<file path="src/hdl/mtp_pkg.sv">
`timescale 1ns / 1ps
// ----------------------------------------------------------------------------
// mtp_pkg: shared types and constants for the MAC address text parser
// Character codes, layout lengths, hex decode and the result record.
// ----------------------------------------------------------------------------
package mtp_pkg;

  localparam logic [7:0] CharNul   = 8'h00;
  localparam logic [7:0] CharColon = 8'h3a;
  localparam logic [7:0] Char0     = 8'h30;
  localparam logic [7:0] Char9     = 8'h39;
  localparam logic [7:0] CharLa    = 8'h61;
  localparam logic [7:0] CharLf    = 8'h66;
  localparam logic [7:0] CharUa    = 8'h41;
  localparam logic [7:0] CharUf    = 8'h46;

  localparam int unsigned PosW     = 5;
  localparam int unsigned AddrW    = 48;
  localparam logic [PosW-1:0] SixLen   = 5'd17;
  localparam logic [PosW-1:0] ThreeLen = 5'd14;
  localparam logic [PosW-1:0] PosMax   = 5'd31;

  // Layout codes
  localparam logic LayoutSix   = 1'b0;
  localparam logic LayoutThree = 1'b1;

  typedef struct packed {
    logic             parse_ok;
    logic             layout;
    logic [AddrW-1:0] mac_address;
  } result_t;

  typedef struct packed {
    logic       is_hex;
    logic [3:0] value;
  } hex_t;

  // Decode one character as a hex digit of either case
  function automatic hex_t hex_decode(logic [7:0] c);
    hex_t       h;
    logic [7:0] diff;
    h    = '0;
    diff = '0;
    if (c >= Char0 && c <= Char9) begin
      diff     = c - Char0;
      h.is_hex = 1'b1;
      h.value  = diff[3:0];
    end else if (c >= CharLa && c <= CharLf) begin
      diff     = c - CharLa + 8'd10;
      h.is_hex = 1'b1;
      h.value  = diff[3:0];
    end else if (c >= CharUa && c <= CharUf) begin
      diff     = c - CharUa + 8'd10;
      h.is_hex = 1'b1;
      h.value  = diff[3:0];
    end
    return h;
  endfunction

  // Colon slots of the XX:XX:XX:XX:XX:XX layout (past the end does not matter)
  function automatic logic colon_six(logic [PosW-1:0] p);
    logic r;
    case (p) inside
      5'd2, 5'd5, 5'd8, 5'd11, 5'd14: r = 1'b1;
      default:                        r = 1'b0;
    endcase
    return r;
  endfunction

  // Colon slots of the XXXX:XXXX:XXXX layout
  function automatic logic colon_three(logic [PosW-1:0] p);
    logic r;
    case (p) inside
      5'd4, 5'd9: r = 1'b1;
      default:    r = 1'b0;
    endcase
    return r;
  endfunction

endpackage

</file>
<file path="src/hdl/mac_address_text_parser.sv">
`timescale 1ns / 1ps
// ----------------------------------------------------------------------------
// mac_address_text_parser: streaming MAC address text parser
// ----------------------------------------------------------------------------
// Input channel: one character per request (char_code_i, in_valid_i /
// in_ready_o). A NUL ends the string. Output channel: one result request per
// NUL (parse_ok_o, layout_o, mac_address_o, out_valid_o / out_ready_i).
// Accepted layouts: XX:XX:XX:XX:XX:XX and XXXX:XXXX:XXXX, hex of either case.
// On failure layout and address read zero.
//
// Timing: an accepted character lands in the input register and is consumed
// by the parse state at the next edge, unless it is a NUL held back (see
// Stall); a NUL's result is loaded into the output register at the edge that
// consumes the NUL, and out_valid_o rises with it.
// Throughput: one character per cycle while no NUL is held back by a stall.
// Stall: while a result is held and out_ready_i is low, a NUL in the input
// register waits; other characters keep flowing. in_ready_o follows that.
// Reset: parse state returns to the start of a string, both registers empty.
// ----------------------------------------------------------------------------
module mac_address_text_parser
  import mtp_pkg::*;
(
  input  logic             clk_i,
  input  logic             rst_ni,
  input  logic             in_valid_i,
  output logic             in_ready_o,
  input  logic [7:0]       char_code_i,
  output logic             out_valid_o,
  input  logic             out_ready_i,
  output logic             parse_ok_o,
  output logic             layout_o,
  output logic [AddrW-1:0] mac_address_o
);

  logic       in_vld_q;
  logic [7:0] char_q;
  logic       out_vld_q;
  result_t    res_q;

  logic    is_nul;
  result_t res;
  logic    out_free;
  logic    step;

  mtp_scan u_scan (
    .clk_i    (clk_i),
    .rst_ni   (rst_ni),
    .step_i   (step),
    .char_i   (char_q),
    .is_nul_o (is_nul),
    .result_o (res)
  );

  // Handshake: a NUL only moves on when the result slot is free
  assign out_free   = !out_vld_q || out_ready_i;
  assign step       = in_vld_q && (!is_nul || out_free);
  assign in_ready_o = !in_vld_q || step;

  // Input register
  always_ff @(posedge clk_i or negedge rst_ni) begin
    if (!rst_ni) begin
      in_vld_q <= 1'b0;
    end else if (in_ready_o) begin
      in_vld_q <= in_valid_i;
    end
  end

  always_ff @(posedge clk_i) begin
    if (in_ready_o && in_valid_i) begin
      char_q <= char_code_i;
    end
  end

  // Result register
  always_ff @(posedge clk_i or negedge rst_ni) begin
    if (!rst_ni) begin
      out_vld_q <= 1'b0;
    end else if (out_free) begin
      out_vld_q <= step && is_nul;
    end
  end

  always_ff @(posedge clk_i) begin
    if (step && is_nul) begin
      res_q <= res;
    end
  end

  assign out_valid_o   = out_vld_q;
  assign parse_ok_o    = res_q.parse_ok;
  assign layout_o      = res_q.layout;
  assign mac_address_o = res_q.mac_address;

endmodule

</file>
<file path="src/hdl/mtp_scan.sv">
`timescale 1ns / 1ps
// ----------------------------------------------------------------------------
// mtp_scan: per-character parse state
// Holds position, layout match flags and the address accumulator; updates
// them on each consumed character and forms the result for a terminator.
// ----------------------------------------------------------------------------
module mtp_scan
  import mtp_pkg::*;
(
  input  logic       clk_i,
  input  logic       rst_ni,
  input  logic       step_i,     // consume char_i this cycle
  input  logic [7:0] char_i,
  output logic       is_nul_o,
  output result_t    result_o
);

  logic [PosW-1:0]  pos_q, pos_d;
  logic             six_q, six_d;
  logic             three_q, three_d;
  logic [AddrW-1:0] acc_q, acc_d;

  hex_t hex;
  logic is_colon;
  logic ok6, ok3;

  assign hex      = hex_decode(char_i);
  assign is_colon = (char_i == CharColon);
  assign is_nul_o = (char_i == CharNul);

  // Result for a terminator, taken from the state before it
  assign ok6 = six_q && (pos_q == SixLen);
  assign ok3 = three_q && (pos_q == ThreeLen);

  always_comb begin
    result_o = '0;
    if (ok6) begin
      result_o.parse_ok    = 1'b1;
      result_o.layout      = LayoutSix;
      result_o.mac_address = acc_q;
    end else if (ok3) begin
      result_o.parse_ok    = 1'b1;
      result_o.layout      = LayoutThree;
      result_o.mac_address = acc_q;
    end
  end

  // Next state
  always_comb begin
    pos_d   = pos_q;
    six_d   = six_q;
    three_d = three_q;
    acc_d   = acc_q;
    if (step_i) begin
      if (is_nul_o) begin
        pos_d   = '0;
        six_d   = 1'b1;
        three_d = 1'b1;
        acc_d   = '0;
      end else begin
        if (pos_q >= SixLen || (colon_six(pos_q) ? !is_colon : !hex.is_hex)) begin
          six_d = 1'b0;
        end
        if (pos_q >= ThreeLen || (colon_three(pos_q) ? !is_colon : !hex.is_hex)) begin
          three_d = 1'b0;
        end
        if (hex.is_hex) begin
          acc_d = {acc_q[AddrW-5:0], hex.value};
        end
        if (pos_q != PosMax) begin
          pos_d = pos_q + 5'd1;
        end
      end
    end
  end

  always_ff @(posedge clk_i or negedge rst_ni) begin
    if (!rst_ni) begin
      pos_q   <= '0;
      six_q   <= 1'b1;
      three_q <= 1'b1;
      acc_q   <= '0;
    end else begin
      pos_q   <= pos_d;
      six_q   <= six_d;
      three_q <= three_d;
      acc_q   <= acc_d;
    end
  end

endmodule

</file>
<file path="config.mk">
export PLATFORM = sky130hd
export DESIGN_NAME = mac_address_text_parser
export DESIGN_NICKNAME = d
export VERILOG_FILES = /design/src/hdl/mtp_pkg.sv /design/src/hdl/mac_address_text_parser.sv /design/src/hdl/mtp_scan.sv
export SDC_FILE = /design/constraint.sdc
export NUM_CORES = 1
export LEC_CHECK = 0
export ABC_AREA = 1
export BUFFER_PORTS_ARGS = -buffer_cell sky130_fd_sc_hd__buf_4
export CAP_MARGIN = 40
export CORE_MARGIN = 1.5
export CORE_UTILIZATION = 45
export DETAILED_ROUTE_END_ITERATION = 10
export SYNTH_ARGS = -nofsm -noshare
export SYNTH_HDL_FRONTEND = slang
export SYNTH_HIERARCHICAL = 1
export SYNTH_SLANG_ARGS = --single-unit
</file>
<file path="constraint.sdc">
create_clock -name clk_i -period 5.6 [get_ports clk_i]
set_clock_uncertainty 0.1 [all_clocks]
set_input_delay 1.4 -clock clk_i [delete_from_list [all_inputs] [get_ports clk_i]]
set_output_delay 1.4 -clock clk_i [all_outputs]
set_load 0.005 [all_outputs]
</file>
==> results.ini <==
[drt]
first_pass_iters=5
route.detailed.drc=0
drt_iter0_drc=144
routed_wl_mm=8.14
avgRoutedWirePerCell_um=13.1
via_per_inst=4.86
vias=3020
antenna_left=0

[synth]
synth-seq-cells=115
synth_enable_flop_cells=58
synth_area_um2=4830
synth_common_cells=inv_1, nor2_1, edfxtp_1
synth_top_flop_cell=edfxtp_1
avgSynthCellArea_um2=11.9
synth_seq_area_share=0.656
synth.distinct_cells=29
async_flop_share=0.496
yosysTopAreaCell=edfxtp_1
synth_nets=427
syn_inst=405
synth_warnings=6
yosysTopAreaCellShare=0.360
ys_top_cells_by_area=edfxtp_1, dfrtp_1, inv_1, o22ai_2, nor2_1
yosysMostFrequentCell=inv_1

[min_path]
min_path_type=register to register

[flow_run]
cap_violations=0

[die]
dieHeight_um=107
die_area_um2=11400
io_pins=64
core_area_um2=10400
rows=37
initial_core_util=0.466
die_w_um=107

[clock_tree]
clk_latency_ps=520
clk_pin_slew_ps=50
cts_tree=yes
cts_resized=0
clock_path_buffers=2
cts_buffers=17
clkSinkCount=115
post-cts-setup-buffers=0
h-tree-depth=4
cts_hold_buf=0
root_buffer=clkbuf_8

[finish]
area.growth.synth_to_final_pct=22.3
multiInputGateArea_um2=1220
drive_gt1_frac=0.270
layout.nets=495
regArea_um2=3170
antenna_cells=0
nFillCells=905
final_core_util=0.570
finalNonFillerCells=622

[power]
p_leak_nw=2.53
power_density_nw_per_um2=433
ir_drop_uv=226

[timing]
max_freq_ghz=0.282
relSlewSlack=0.470
grt_setup_unrepaired=no
slew_viol_final=0
finalHoldViolCount=0
tightest_slew_ps=794
tns_ps=0
period_share=0.633
fin_crit_ps=3540
finalSetupViolations=0
fin_ws_ps=2060

[global_routing]
antenna_found_initial=0
overflow=0
grt_use_total=0.160
grt_pass1_vias=2893
grt_max_degree=58
grt_pass1_wl_mm=13.9

[critical_path]
cp_common_cell=inv_1
max_stage_delay_ps=430
path_class=register to primary output
crit_fanout=5
worstPathArrival_ps=2040
end_kind=primary output
cp.required_ps=4100
cp_slowest_cell=edfxtp_1
start_kind=register
crit_path_cell_trace=inv_1 -> ha_1 -> inv_1 -> nor3_1 -> nand2_2 -> clkinv_2 -> nand4_2 -> buf_4

[placement]
placed_cells=590
dpl_worst_slack_ps=2050
gp_congestion=0.811
dp_hpwl_mm=4.97
port_buffers=63

[outcome]
status=finished clean

[metrics by stage]
stage	total power (W)	hold WS [ps]	instance area (um^2)
global route	0.00269	388	5910
floorplan	0.00141	342	4830
CTS	0.00258	369	5910
detailed placement	0.00151	360	5330
global placement	0.00150	360	5330
finish	0.00256	375	5910
[critical path, delay by kind of cell, from the launching register on]
family                     cells  cell delay, ps
buffers and inverters          4             480
and+or+nand+nor                3             450
DFF                            1             430
adders and majority gates      1             160
[routing by layer]
metal  vias to the layer above  part of all wire  GRT usage
met2                        72              0.49      0.249
li1                       1482                 -          -
met5                         -                 0          0
met1                      1457              0.45      0.203
met4                         0             0.014     0.0600
met3                         9             0.049     0.0632
[where the power goes]
part,switching [W],internal (W)
Clock,0.000352,0.000707
Combinational,0.000263,0.000145
Sequential,0.0000557,0.00103
Total,0.000670,0.00189
[kinds of logic after synthesis]
group / share of synthesized area
AOI/OAI and AO/OA: 0.100
and+or+nand+nor: 0.120
buffers and inverters: 0.0937
DFF: 0.656
xor gates and xnor gates: 0.00363
adders and majority gates: 0.0259
[area by class of cell]
type                            instances  area share
Clock inverter                         15      0.0288
Sequential cell                       115       0.536
Timing Repair Buffer                   64      0.0813
Inverter                               76      0.0485
Multi-Input combinational cell        199       0.206
Tap cell                              136      0.0288
Clock buffer                           17      0.0701
[layout by cell type, fill, tap and decap left out, types with 6 or more instances in the layout]
| master | count |
|---|---|
| nand3_1 | 19 |
| inv_1 | 72 |
| edfxtp_1 | 58 |
| ha_1 | 10 |
| nand2_1 | 27 |
| nor2_1 | 65 |
| o21ai_0 | 7 |
| clkinv_1 | 6 |
| buf_4 | 64 |
| dfrtp_1 | 55 |
| o22ai_2 | 21 |
| clkbuf_16 | 16 |
| o22ai_1 | 24 |
[path summary, 6_finish.rpt]
check / slack, ps / cells after the start / to / from
max: 2060 / 8 / in_ready_o / char_q[0]$_DFFE_PP_
min reg2reg: 370 / 2 / u_scan/six_q$_DFFE_PN1P_ / u_scan/six_q$_DFFE_PN1P_
min in group asynchronous: 840 / 1 / u_scan/acc_q[44]$_DFFE_PN0P_ / rst_ni
min: 370 / 2 / u_scan/six_q$_DFFE_PN1P_ / u_scan/six_q$_DFFE_PN1P_
max in group asynchronous: 4070 / 1 / u_scan/acc_q[1]$_DFFE_PN0P_ / rst_ni
max reg2reg: 2470 / 12 / u_scan/acc_q[2]$_DFFE_PN0P_ / char_q[0]$_DFFE_PP_
[state kept, by name (all words and copies together) (netlist names)]
register,cells
in_vld_q,1
out_valid_o,1
parse_ok_o,1
layout_o,1
u_scan/acc_q,48
char_q,8
mac_address_o,48
u_scan/six_q,1
u_scan/pos_q,5
u_scan/three_q,1
(Power assumes the default switching activity.)
